### config.mk
export PLATFORM = sky130hd
export DESIGN_NAME = vector_command_stream_decoder_top
export DESIGN_NICKNAME = d
export VERILOG_FILES = /design/src/rtl/core/vcsd_pkg.sv /design/src/rtl/core/vcsd_decode.sv /design/src/rtl/core/vcsd_rsp_fifo.sv /design/src/rtl/core/vector_command_stream_decoder_top.sv
export SDC_FILE = /design/constraint.sdc
export NUM_CORES = 1
export LEC_CHECK = 0
export BUFFER_PORTS_ARGS = -buffer_cell sky130_fd_sc_hd__buf_2
export CORE_UTILIZATION = 45
export CTS_CLUSTER_SIZE = 8
export DETAILED_ROUTE_END_ITERATION = 10
export GPL_ROUTABILITY_DRIVEN = 0
export GPL_TIMING_DRIVEN = 0
export SYNTH_ARGS = -nofsm -noshare
export SYNTH_HDL_FRONTEND = slang
export SYNTH_SLANG_ARGS = --single-unit
### constraint.sdc
create_clock -name clock -period 7.89 [get_ports clock]
set_clock_uncertainty 0.05 [all_clocks]
set_input_delay 1.1835 -clock clock [delete_from_list [all_inputs] [get_ports clock]]
set_output_delay 1.1835 -clock clock [all_outputs]
set_load 0.1 [all_outputs]
### src/rtl/core/vcsd_pkg.sv
// Shared types and constants for the vector command stream decoder.
package vcsd_pkg;

   // Default coordinate field width inside an XY word.
   localparam int COORD_BITS_DEFAULT = 12;
   // Width of the signed coordinates on the result channel.
   localparam int OUT_COORD_BITS = 12;

   // Result queue geometry.
   localparam int RSP_DEPTH    = 4;
   localparam int RSP_PTR_BITS = 2;
   localparam int RSP_CNT_BITS = 3;

   // Command word headers, bits 31..29.
   localparam logic [2:0] HDR_COMPLETE = 3'd0;
   localparam logic [2:0] HDR_RGB      = 3'd1;
   localparam logic [2:0] HDR_XY       = 3'd2;
   localparam logic [2:0] HDR_CMD      = 3'd5;
   localparam logic [2:0] HDR_RESYNC   = 3'd6;
   localparam logic [2:0] HDR_EXIT     = 3'd7;

   // Special byte and word values.
   localparam logic [7:0]  RESYNC_BYTE = 8'hc3;
   localparam logic [31:0] RESYNC_WORD = 32'hc0c1c2c3;
   localparam logic [7:0]  INFO_QUERY  = 8'h01;

   // Kinds of result.
   typedef enum logic [2:0] {
      KIND_BEGIN = 3'd0,
      KIND_MOVE  = 3'd1,
      KIND_LINE  = 3'd2,
      KIND_END   = 3'd3,
      KIND_EXIT  = 3'd4,
      KIND_INFO  = 3'd5
   } cmd_kind_type;

   // One input request.
   typedef struct packed {
      logic [7:0] rx_byte;
      logic       restart;
   } req_type;

   // One result.
   typedef struct packed {
      cmd_kind_type                     cmd_kind;
      logic signed [OUT_COORD_BITS-1:0] x;
      logic signed [OUT_COORD_BITS-1:0] y;
      logic [7:0]                       red;
      logic [7:0]                       green;
      logic [7:0]                       blue;
      logic [31:0]                      echo_word;
      logic [15:0]                      info_length;
      logic                             last;
   } rsp_type;

endpackage

### src/rtl/core/vcsd_decode.sv
// Byte assembly, decoder state and per-word command decode.
module vcsd_decode #(
   parameter int COORD_BITS = vcsd_pkg::COORD_BITS_DEFAULT
) (
   input  logic              clock,
   input  logic              reset,
   input  logic              accept,
   input  vcsd_pkg::req_type req,
   input  logic [15:0]       reply_length,
   output logic [1:0]        push_n,
   output vcsd_pkg::rsp_type res0,
   output vcsd_pkg::rsp_type res1
);

   logic [31:0] word_ff, word_in;
   logic [1:0]  pos_ff, pos_in;
   logic        resync_ff, resync_in;
   logic        frame_ff, frame_in;
   logic [7:0]  red_ff, red_in, green_ff, green_in, blue_ff, blue_in;

   logic [31:0] word_next;
   logic [COORD_BITS-1:0] x_raw, y_raw;
   logic signed [COORD_BITS-1:0] x_off, y_off;
   logic signed [31:0] x_wide, y_wide;

   vcsd_pkg::rsp_type idle_r, main_r;
   logic lead_begin, main_hit;

   // Word as it stands once the incoming byte is shifted in.
   assign word_next = {word_ff[23:0], req.rx_byte};

   // Offset binary coordinates become two's complement by inverting the MSB.
   assign x_raw  = word_next[14 +: COORD_BITS];
   assign y_raw  = word_next[0 +: COORD_BITS];
   assign x_off  = {~x_raw[COORD_BITS-1], x_raw[COORD_BITS-2:0]};
   assign y_off  = {~y_raw[COORD_BITS-1], y_raw[COORD_BITS-2:0]};
   assign x_wide = 32'(x_off);
   assign y_wide = 32'(y_off);

   // Next state and the results of this byte.
   always_comb begin
      idle_r      = '0;
      idle_r.cmd_kind = vcsd_pkg::KIND_BEGIN;
      main_r      = idle_r;
      lead_begin  = 1'b0;
      main_hit    = 1'b0;
      word_in     = word_ff;
      pos_in      = pos_ff;
      resync_in   = resync_ff;
      frame_in    = frame_ff;
      red_in      = red_ff;
      green_in    = green_ff;
      blue_in     = blue_ff;

      if (accept) begin
         if (req.restart) begin
            pos_in = 2'd0;
         end else if (resync_ff && req.rx_byte == vcsd_pkg::RESYNC_BYTE) begin
            resync_in = 1'b0;
         end else begin
            word_in = word_next;
            if (pos_ff != 2'd3) begin
               pos_in = 2'(pos_ff + 2'd1);
            end else begin
               pos_in = 2'd0;
               case (word_next[31:29])
                  vcsd_pkg::HDR_RESYNC: begin
                     if (word_next != vcsd_pkg::RESYNC_WORD) resync_in = 1'b1;
                  end
                  vcsd_pkg::HDR_XY: begin
                     lead_begin = frame_ff;
                     frame_in   = 1'b0;
                     main_hit   = 1'b1;
                     main_r.x   = x_wide[vcsd_pkg::OUT_COORD_BITS-1:0];
                     main_r.y   = y_wide[vcsd_pkg::OUT_COORD_BITS-1:0];
                     if (word_next[28] || (red_ff == 8'd0 && green_ff == 8'd0 &&
                                           blue_ff == 8'd0)) begin
                        main_r.cmd_kind = vcsd_pkg::KIND_MOVE;
                     end else begin
                        main_r.cmd_kind = vcsd_pkg::KIND_LINE;
                        main_r.red      = red_ff;
                        main_r.green    = green_ff;
                        main_r.blue     = blue_ff;
                     end
                  end
                  vcsd_pkg::HDR_RGB: begin
                     red_in   = word_next[23:16];
                     green_in = word_next[15:8];
                     blue_in  = word_next[7:0];
                  end
                  vcsd_pkg::HDR_COMPLETE: begin
                     frame_in        = 1'b1;
                     main_hit        = 1'b1;
                     main_r.cmd_kind = vcsd_pkg::KIND_END;
                  end
                  vcsd_pkg::HDR_EXIT: begin
                     main_hit        = 1'b1;
                     main_r.cmd_kind = vcsd_pkg::KIND_EXIT;
                  end
                  vcsd_pkg::HDR_CMD: begin
                     if (word_next[7:0] == vcsd_pkg::INFO_QUERY) begin
                        main_hit           = 1'b1;
                        main_r.cmd_kind    = vcsd_pkg::KIND_INFO;
                        main_r.echo_word   = word_next;
                        main_r.info_length = reply_length;
                     end
                  end
                  default: begin
                  end
               endcase
            end
         end
      end

      // A frame opening goes first, ahead of the draw result.
      main_r.last = 1'b1;
      if (lead_begin) begin
         res0   = idle_r;
         res1   = main_r;
         push_n = 2'd2;
      end else begin
         res0   = main_r;
         res1   = idle_r;
         push_n = main_hit ? 2'd1 : 2'd0;
      end
   end

   // Decoder state registers.
   always_ff @(posedge clock) begin
      if (reset) begin
         word_ff   <= '0;
         pos_ff    <= '0;
         resync_ff <= 1'b1;
         frame_ff  <= 1'b1;
         red_ff    <= '0;
         green_ff  <= '0;
         blue_ff   <= '0;
      end else begin
         word_ff   <= word_in;
         pos_ff    <= pos_in;
         resync_ff <= resync_in;
         frame_ff  <= frame_in;
         red_ff    <= red_in;
         green_ff  <= green_in;
         blue_ff   <= blue_in;
      end
   end

`ifndef SYNTH
   // A pair of results is always a frame opening followed by the final draw.
   a_pair_order: assert property (@(posedge clock) disable iff (reset)
      push_n == 2'd2 |-> res0.cmd_kind == vcsd_pkg::KIND_BEGIN && !res0.last && res1.last)
      else $error("result pair out of order");
   // Opening a frame clears the pending flag.
   a_begin_clears: assert property (@(posedge clock) disable iff (reset)
      push_n == 2'd2 |=> !frame_ff)
      else $error("frame still pending after begin");
   // A restart request rewinds the byte position.
   a_restart_pos: assert property (@(posedge clock) disable iff (reset)
      accept && req.restart |=> pos_ff == 2'd0)
      else $error("restart did not clear byte position");
`endif

endmodule

### src/rtl/core/vcsd_rsp_fifo.sv
// Result queue that takes up to two results a cycle and delivers one while rsp_stall is low.
module vcsd_rsp_fifo (
   input  logic              clock,
   input  logic              reset,
   input  logic [1:0]        push_n,
   input  vcsd_pkg::rsp_type push0,
   input  vcsd_pkg::rsp_type push1,
   output logic              full2,
   output logic              rsp_valid,
   input  logic              rsp_stall,
   output vcsd_pkg::rsp_type rsp_payload
);

   localparam int DEPTH = vcsd_pkg::RSP_DEPTH;
   localparam int PB    = vcsd_pkg::RSP_PTR_BITS;
   localparam int CB    = vcsd_pkg::RSP_CNT_BITS;

   vcsd_pkg::rsp_type mem_ff [DEPTH];
   logic [PB-1:0] wr_ff, wr_in, rd_ff, rd_in;
   logic [CB-1:0] count_ff, count_in;
   logic          pop;

   assign rsp_valid   = count_ff != '0;
   assign rsp_payload = mem_ff[rd_ff];
   assign pop         = rsp_valid && !rsp_stall;
   // Stall requests unless two slots are free.
   assign full2       = count_ff > CB'(DEPTH - 2);

   // Pointer and occupancy update.
   always_comb begin
      wr_in    = PB'(wr_ff + push_n);
      rd_in    = pop ? PB'(rd_ff + 1'b1) : rd_ff;
      count_in = CB'(count_ff + {{(CB-2){1'b0}}, push_n} - {{(CB-1){1'b0}}, pop});
   end

   // Queue storage.
   always_ff @(posedge clock) begin
      if (push_n != 2'd0) mem_ff[wr_ff] <= push0;
      if (push_n == 2'd2) mem_ff[PB'(wr_ff + 1'b1)] <= push1;
   end

   // Control registers.
   always_ff @(posedge clock) begin
      if (reset) begin
         wr_ff    <= '0;
         rd_ff    <= '0;
         count_ff <= '0;
      end else begin
         wr_ff    <= wr_in;
         rd_ff    <= rd_in;
         count_ff <= count_in;
      end
   end

`ifndef SYNTH
   // Occupancy never passes the queue depth.
   a_count_bound: assert property (@(posedge clock) disable iff (reset)
      count_ff <= CB'(DEPTH))
      else $error("result queue overfilled");
   // Pushes only arrive while there is room for them.
   a_push_room: assert property (@(posedge clock) disable iff (reset)
      push_n != 2'd0 |-> ({1'b0, count_ff} + {2'b0, push_n}) <= (CB + 1)'(DEPTH))
      else $error("push into a full result queue");
`endif

endmodule

### src/rtl/core/vector_command_stream_decoder_top.sv
// Top level of the vector command stream decoder.
// Takes one serial byte request per cycle and builds big-endian 32-bit command words; the
// fourth byte of a word is decoded in the cycle it is accepted and its results (none, one,
// or a frame opening followed by a move or line) enter a four-entry result queue, visible on
// the rsp_ side from the next cycle and drained one per cycle while rsp_stall is low. req_stall is raised while
// fewer than two queue slots are free, so the byte rate is set by how fast results are
// taken; with the result side never stalling, one byte is accepted every cycle. A restart
// request only rewinds the byte position. The reply length register is written through the
// csr_ port, which is always ready, and should be written only while the block is idle.
module vector_command_stream_decoder_top #(
   parameter int COORD_BITS = vcsd_pkg::COORD_BITS_DEFAULT
) (
   input  logic              clock,
   input  logic              reset,
   input  logic              req_valid,
   output logic              req_stall,
   input  vcsd_pkg::req_type req_payload,
   output logic              rsp_valid,
   input  logic              rsp_stall,
   output vcsd_pkg::rsp_type rsp_payload,
   input  logic              csr_valid,
   output logic              csr_ready,
   input  logic [15:0]       csr_data
);

   logic              accept;
   logic              full2;
   logic [1:0]        push_n;
   vcsd_pkg::rsp_type res0, res1;
   logic [15:0]       reply_length_ff, reply_length_in;

   assign req_stall = full2;
   assign accept    = req_valid && !full2;
   assign csr_ready = 1'b1;

   // Reply length register.
   assign reply_length_in = (csr_valid && csr_ready) ? csr_data : reply_length_ff;
   always_ff @(posedge clock) begin
      if (reset) begin
         reply_length_ff <= '0;
      end else begin
         reply_length_ff <= reply_length_in;
      end
   end

   vcsd_decode #(
      .COORD_BITS(COORD_BITS)
   ) u_decode (
      .clock       (clock),
      .reset       (reset),
      .accept      (accept),
      .req         (req_payload),
      .reply_length(reply_length_ff),
      .push_n      (push_n),
      .res0        (res0),
      .res1        (res1)
   );

   vcsd_rsp_fifo u_rsp_fifo (
      .clock      (clock),
      .reset      (reset),
      .push_n     (push_n),
      .push0      (res0),
      .push1      (res1),
      .full2      (full2),
      .rsp_valid  (rsp_valid),
      .rsp_stall  (rsp_stall),
      .rsp_payload(rsp_payload)
   );

endmodule

* After elaboration in Yosys (flattened, before gate mapping)
Memory sizes are Yosys's and may differ from the RTL's. A register that Yosys moved wholly into a read port is not among the register bits.
Cells that the tools add are included.
** Word-level totals
- Bits in registers :: 75
- Latch bits :: 0
- Memory bits (writable) :: 400
- Bits in read-only memories :: 0
- Input port bits :: 30
- Output and inout bits :: 103
- Word-level logic and storage cells :: 99
- Memories kept :: 1
** Memory list
- u_rsp_fifo.mem_ff :: words 4, width 100, rd ports 1, clocked after Yosys merged registers in 1, write ports 2, RTL line vcsd_rsp_fifo.sv:18 : vcsd_pkg::rsp_type mem_ff [DEPTH];
** Cells by class
- $add $sub $neg :: 6
- $mul :: 0
- Divide/modulo/power cells :: 0
- Order comparisons :: 1
- Equal/unequal tests :: 12
- Shift operators :: 0
- Multiplexer cells :: 40
- Bitwise logic cells :: 5
- Reduce and logical (&&, ||, !) cells :: 23
** Operator list (count)
- 2-to-1 mux 99 bit :: 4
- 2-to-1 mux 100 bit :: 2
- 2-to-1 mux 48 bit :: 3
- != test 32 bit, second input constant :: 1
- logical NOT 8 bit :: 3
- 2-to-1 mux 24 bit :: 1
- 2-to-1 mux 1 bit :: 19
- AND reduction 5 bit :: 3
- 2-to-1 mux 2 bit :: 7
- case mux 3 bit (4 select lines) :: 1
- == test 3 bit, second input constant :: 3
- == test 8 x 1 -> 1 bit, second input constant :: 1
- == test 8 bit, second input constant :: 1
- nonzero test 2 bit :: 4
- adder 2 x 1 -> 2 bit, second input constant :: 3
- logical AND 1 bit :: 5
- inverter 1 bit :: 5
- != test 2 bit, second input constant :: 2
- case mux 1 bit (2 select lines) :: 2
- adder 3 x 2 -> 3 bit :: 1
- == test 3 x 1 -> 1 bit, second input constant :: 1
- == test 3 x 2 -> 1 bit, second input constant :: 1
- > comparator 3 x 2 -> 1 bit, second input constant :: 1
- logical NOT 3 bit :: 1
- 11 further kinds :: 12

* Longest topological paths before layout
Gate-level depths: netlist of the first run.
- Depth after elaboration :: 12
- Mapped depth :: 12
- Depth with buffers taken out :: 12

* By module
From an unflattened synthesis of the first run, not the netlist that was laid out.
** Second synthesis, totals
- Cells, all modules :: 1548
- Area, all modules :: 24121.9 sq um
** Modules (own cells, without submodules)
- vcsd_rsp_fifo :: instances 1, cells an instance 1021, area an instance 19667.6 sq um, seq. area each 12191.7 sq um
- vcsd_decode :: instances 1, cells an instance 472, area an instance 3856.2 sq um, seq. area each 1041.0 sq um
- vector_command_stream_decoder_top :: instances 1, cells an instance 55, area an instance 598.1 sq um, seq. area each 320.3 sq um

* Worst setup path after synthesis of the first run
OpenSTA, ideal clock, no wires.
- Kind :: input to register
- Start point :: in req_payload[8] in the netlist's numbering
- End point :: mem u_rsp_fifo.mem_ff[2][0] in the netlist's numbering, enable pin
- Setup time :: 592 ps
- Data arrival time :: 7089 ps
- Required time :: 7248 ps
- Setup slack :: 159 ps
- Stages on the path :: 6
- Buffers on the path :: 1
- Cell sequence :: and3_1 nand4_1 nand2_1 buf_2 or3_1 a21oi_1
** RTL lines
- start, declared :: RTL line vector_command_stream_decoder_top.sv:17 : input vcsd_pkg::req_type req_payload,
- end, declared :: RTL line vcsd_rsp_fifo.sv:18

==> results of run 1 <==
-- tightest hold or removal path: cells and delay by family, from the launching register on --
kind / cells / cell delay (ns)
AOI/OAI and AO/OA: 1 / 0.05
and+or+nand+nor: 1 / 0.06
DFF: 1 / 0.31
-- registers in the layout, summed over array words and instances, names as in the netlist, named ones only --
name	flops
u_decode.word_ff	24
u_decode.blue_ff	8
u_decode.frame_ff	1
u_decode.pos_ff	2
reply_length_ff	16
u_decode.resync_ff	1
u_decode.green_ff	8
u_rsp_fifo.rd_ff	2
u_rsp_fifo.count_ff	3
u_decode.red_ff	8
u_rsp_fifo.mem_ff	400
u_rsp_fifo.wr_ff	2
-- cells by family after synthesis --
group | Yosys count | share of synthesized area, %
xor gates and xnor gates | 6 | 0.261
other | 2 | 0.0373
AOI/OAI and AO/OA | 93 | 2.87
and+or+nand+nor | 528 | 14.9
muxes | 116 | 12.0
buffers and inverters | 115 | 2.24
DFF | 477 | 67.3
adders and majority gates | 6 | 0.410
-- per-stage QoR --
step / cell area [um2] / instances
2_1_floorplan: 20300 / 1374
3_3_place_gp: 21600 / 2094
3_5_place_dp: 22100 / 2111
4_1_cts: 24000 / 2225
6_report: 24000 / 2225
5_1_grt: 24000 / 2225
-- worst min-delay path by stage --
| stage | slack, ns | to | cells after the start | start |
|---|---|---|---|---|
| CTS | 0.42 | u_decode.word_ff[8] | 2 | u_decode.word_ff[8] |
| finish | 0.42 | u_decode.word_ff[11] | 2 | u_decode.word_ff[11] |
| global route | 0.44 | u_decode.word_ff[14] | 2 | u_decode.word_ff[14] |
| detailed placement | 0.41 | u_decode.word_ff[8] | 2 | u_decode.word_ff[8] |
| global placement | 0.41 | u_decode.word_ff[0] | 2 | u_decode.word_ff[0] |
| floorplan | 0.39 | u_decode.word_ff[8] | 2 | u_decode.word_ff[8] |
-- layer usage --
metal / track usage (%) / up-vias / wire length, um
met5: 0 / - / 15
met3: 4.23 / 59 / 2950
li1: - / 5471 / -
met2: 37.2 / 349 / 24600
met1: 30.5 / 6096 / 21300
met4: 6.26 / 2 / 749
-- cell type report --
type	instances	share of cell area, %
repair buffers	145	4.20
clock buffers	110	8.13
plain buffers	108	1.76
multi-input cells	782	26.2
flip-flops and latches	477	56.4
inverters	7	0.109
clock inverters	4	0.177
well taps	592	3.08
-- cell usage in the layout (no fill, tap or decap), types with 3 or more instances in the layout --
master / count
nor4_1: 9
buf_2: 140
edfxtp_1: 400
conb_1: 33
mux2i_1: 16
and3_1: 99
buf_1: 15
buf_16: 4
a2111oi_0: 11
inv_6: 3
nand4_1: 4
nor2_1: 30
and2_1: 238
dfxtp_1: 77
mux4_2: 100
nand2_1: 107
ha_1: 5
inv_1: 7
buf_12: 13
a21oi_1: 63
nand3_1: 4
nor2b_1: 16
xnor2_1: 4
clkbuf_1: 117
o21ai_0: 5
clkbuf_16: 72
-- report_power, final --
group	internal, mW	switching [mW]
sequential	2.72	0.0196
combinational	0.400	1.35
clock	1.68	1.04
==> impl_metrics.py, run 1 <==
metrics = {
    "logic_synthesis": {
        "synth_area_leaders": "edfxtp_1 (60%), mux4_2 (11%), dfxtp_1 (7.7%), and2_1 (7.4%), and3_1 (3.1%)",
        "ys.flop_type": "edfxtp_1",
        "netlist_instances": 1343,
        "synth.most_common_cell": "edfxtp_1",
        "yosysUniqueCellTypes": 49,
        "synth-edff-count": 400,
        "syn_area_per_cell_um2": 15.0,
        "synth_top_cell_area_share_pct": 59.6,
        "syn_area_um2": 20100,
        "async_flop_share_pct": 0,
        "ys_ff_latch": 477,
        "yosysWarnings": 0,
        "synth_common_cells": "edfxtp_1 (400), and2_1 (238), nand2_1 (107), mux4_2 (100), and3_1 (99)",
        "yosysTopAreaCell": "edfxtp_1",
        "ys_seq_area_share_pct": 67.3,
    },
    "finish": {
        "final_core_util_pct": 54.4,
        "finalNetCount": 1626,
        "diodes": 0,
        "fill_cells": 3668,
        "drive_gt1_share_pct": 21.2,
        "regArea_um2": 13600,
        "multi_input_area_um2": 6300,
        "synthToLayoutAreaGrowth_pct": 19.4,
    },
    "global_route": {
        "grt_use_total_pct": 22.5,
        "grt_pass1_wl_um": 75100,
        "antenna_found_initial": 1,
        "grt_pass1_vias": 12500,
        "overflow": 0,
        "grt_max_degree": 27,
    },
    "sta": {
        "post-route-min-period_ns": 4.63,
        "finalSetupViolations": 0,
        "relSlewSlack_pct": 32.5,
        "drv_slew": 0,
        "setup_ws_ns": 3.26,
        "rsz0062_at_grt": "false",
        "tns_ns": 0,
        "worstMarginPinSlew_ns": 1.01,
        "hold_viol": 0,
        "finalCritPeriodShare_pct": 58.7,
        "fin_hold_ws_ns": 0.421,
        "fmax_mhz": 216,
    },
    "clocking": {
        "cts_made_buffers": 69,
        "htree_levels": 3,
        "cts_tree": "done",
        "root_buffer": "clkbuf_16",
        "cts_setup_buffers": 0,
        "clk_path_buf_depth": 3,
        "clkTransAtPathRegs_ns": 0.05,
        "ctsResizeCount": 0,
        "hold_buffers": 0,
        "clock-sinks": 477,
        "worstSkewPairLatency_ns": 0.58,
    },
    "critical_path": {
        "reg2reg_depth": 8,
        "r2r-start": "u_decode.frame_ff",
        "path_class": "reg -> out",
        "crit_chain": "clkbuf_1 > buf_1 > mux4_2 > buf_2",
        "cp-endpoint": "rsp_payload[98]",
        "path_delay_family": "buffers and inverters",
        "path_buf_inv": 3,
        "cp_slowest_cell": "buf_1",
        "crit_required_ns": 6.66,
        "end_kind": "output pin",
        "r2r_slack_ns": 4.47,
        "critPathLaunchType": "flop",
        "crit_arrival_ns": 3.40,
        "cp_num_cells": 4,
        "timing.rr.end": "u_rsp_fifo.mem_ff[1][36]",
        "cp_max_fo": 10,
        "slowest_delay_ns": 0.82,
    },
    "place": {
        "io_buffers": 128,
        "dpl.hpwl_um": 32800,
        "pre_cts_slack_ns": 3.48,
    },
    "floorplanning": {
        "initial_core_util_pct": 45.6,
        "num_rows": 77,
        "ioPinCount": 133,
        "die_w_um": 214,
        "coreArea_um2": 44200,
        "fp.dieH_um": 214,
        "die_area_um2": 45600,
    },
    "power": {
        "p_leak_nw": 9.23,
        "p_total_mw": 7.22,
        "irDropWorstVdd_v": 0.000217,
        "powerDensity_nw_per_um2": 300,
    },
    "route": {
        "wl_per_cell_um": 22.3,
        "routed-via-count": 12000,
        "drcViolationCount": 0,
        "viasPerCell": 5.38,
        "drt_iter0_drc": 829,
        "routed_wl_um": 49700,
        "dr.pass1.iters": 7,
        "antenna_left": 0,
    },
    "run": {
        "maxCapViolations": 0,
    },
    "hold_path": {
        "worstHoldPathType": "reg -> reg",
    },
    "run_status": {
        "outcome": "completed",
    },
}
Power figures use the tool's default switching activity.
==> inputs of run 2 (changes only) <==
Clock period 7.89 ns to 4.1 ns, I/O delays scaled along.
==> run 2 against run 1 <==
  * Combinational power up 93%
  * Hold slack worse by 0.19 ns
  * Critical path depth unchanged
  * Global-route usage down 0.18 points
  * Sequential share of layout area about the same
  * Via count down 0.11%
  * Register-to-register slack worse by 3.8 ns
  * Wire length down 0.21%
  * Flip-flop and latch count unchanged
  * Utilization about the same
  * Count of clock-buffer cells in the layout up 6
==> impl_metrics.py, run 2 (same netlist as run 1, synthesis figures left out) <==
metrics = {
    "floorplanning": {
        "die_area_um2": 45600,
        "num_rows": 77,
        "fp.dieH_um": 214,
        "initial_core_util_pct": 45.6,
        "die_w_um": 214,
        "coreArea_um2": 44200,
        "ioPinCount": 133,
    },
    "global_route": {
        "overflow": 0,
        "grt_pass1_vias": 12300,
        "grt_max_degree": 27,
        "antenna_found_initial": 2,
        "grt_use_total_pct": 22.3,
        "grt_pass1_wl_um": 74400,
    },
    "place": {
        "io_buffers": 128,
        "dpl.hpwl_um": 32500,
        "dp_cells": 2110,
    },
    "sta": {
        "fin_hold_ws_ns": 0.230,
        "tns_ns": 0,
        "fmax_mhz": 249,
        "rsz0062_at_grt": "true",
        "relSlewSlack_pct": 34.2,
        "finalSetupViolations": 0,
        "drv_slew": 0,
        "finalCritPeriodShare_pct": 97.8,
        "hold_viol": 0,
        "post-route-min-period_ns": 4.01,
        "worstMarginPinSlew_ns": 0.986,
    },
    "clocking": {
        "root_buffer": "clkbuf_16",
        "clock-sinks": 477,
        "htree_levels": 3,
        "hold_buffers": 0,
        "cts_tree": "done",
        "cts_made_buffers": 69,
        "clk_path_buf_depth": 3,
        "clkTransAtPathRegs_ns": 0.05,
        "worstSkewPairLatency_ns": 0.57,
    },
    "route": {
        "drcViolationCount": 0,
        "wl_per_cell_um": 22.3,
        "routed-via-count": 12000,
        "routed_wl_um": 49500,
        "antenna_left": 0,
        "dr.pass1.iters": 5,
        "viasPerCell": 5.37,
        "drt_iter0_drc": 1005,
    },
    "finish": {
        "diodes": 0,
        "largest_reg_flops": 400,
        "finalNetCount": 1625,
        "final_common_cell": "edfxtp_1",
        "layout_common_cells": "edfxtp_1 (400), and2_1 (238), buf_2 (140), clkbuf_1 (122), nand2_1 (107)",
        "synthToLayoutAreaGrowth_pct": 19.3,
        "reg_top3": "u_rsp_fifo.mem_ff (400), u_decode.word_ff (24), reply_length_ff (16)",
        "regMostFlops": "u_rsp_fifo.mem_ff",
        "drive_gt1_share_pct": 21.3,
        "final_cells": 2226,
    },
    "critical_path": {
        "critPathLaunchType": "flop",
        "r2r-start": "u_decode.pos_ff[0]",
        "r2r_slack_ns": 0.62,
        "crit_arrival_ns": 3.35,
        "reg2reg_depth": 10,
        "end_kind": "output pin",
        "cp_max_fo": 10,
        "timing.rr.end": "u_rsp_fifo.mem_ff[2][31]",
        "path_class": "reg -> out",
        "crit_required_ns": 3.43,
    },
    "power": {
        "powerDensity_nw_per_um2": 579,
        "irDropWorstVdd_v": 0.000387,
        "p_leak_nw": 9.23,
    },
    "hold_path": {
        "worstHoldPathType": "in -> reg",
        "holdPathStages": 3,
        "hp-start": "csr_data[2]",
        "hold_path_end": "reply_length_ff[2]",
    },
    "run": {
        "maxCapViolations": 0,
    },
    "run_status": {
        "outcome": "completed",
    },
}
-- run 2: changes by cell type in the layout (fill, tap and decap cells not counted), sizes merged --
cell           change
buf                -6
clkdlybuf4s15      +1
clkinv             -1
clkbuf            +10
inv                -3
-- run 2: cell type report --
class                      instances  area [um2]
inverter                           7        26.3
buffer                           108         437
multi-input combinational        782        6300
timing repair buffer             144         976
tap                              592         741
clock buffer                     116        2000
sequential                       477       13600
fill                            3584       20200
-- run 2: per-stage QoR --
step                power [mW]  instance area, um2  util (%)  setup WS, ns
detailed placement        8.77               22000      49.8         0.167
global placement          8.77               21700      49.0         -3.22
global route              14.3               24000      54.3       -0.0492
finish                    13.9               24000      54.3        0.0889
floorplan                 8.21               20300         -        -0.520
CTS                       14.0               24000      54.3        0.0344
-- run 2: timing repair --
| item | in CTS | in global routing |
|---|---|---|
| resized for setup | 2 | 8 |
| endpoints found under the hold margin | 0 | 0 |
| setup buffers | 0 | 0 |
| setup endpoints to repair | 5 | 79 |
| cloned | 0 | 0 |
-- run 2: how the worst max path moves through the flow --
stage	end	slack, ns	cells after the start
final	rsp_payload[61]	0.09	4
after global routing	rsp_payload[14]	-0.05	4
after floorplan	u_rsp_fifo.mem_ff[3][0]	-0.52	5
after global placement	u_rsp_fifo.mem_ff[1][20]	-3.22	6
after detailed placement	u_rsp_fifo.mem_ff[2][20]	0.17	10
after CTS	rsp_payload[84]	0.03	4
-- run 2: power by group --
group / leakage, nW / switching [mW] / internal, mW
clock: 0.956 / 1.98 / 3.27
sequential: 4.89 / 0.0362 / 5.24
combinational: 3.38 / 2.60 / 0.778
-- run 2: worst max-delay path, cell delays in order (launching register included) --
cell and delay [ns]:
dfxtp_1 0.30, clkbuf_1 0.73, buf_1 0.78, mux4_2 0.64, buf_2 0.31
-- run 2: metal layers --
layer	wire length, um	GRT usage [%]
met1	21600	30.3
met2	24300	36.2
met3	2630	4.14
met4	1020	7.68
met5	26	0
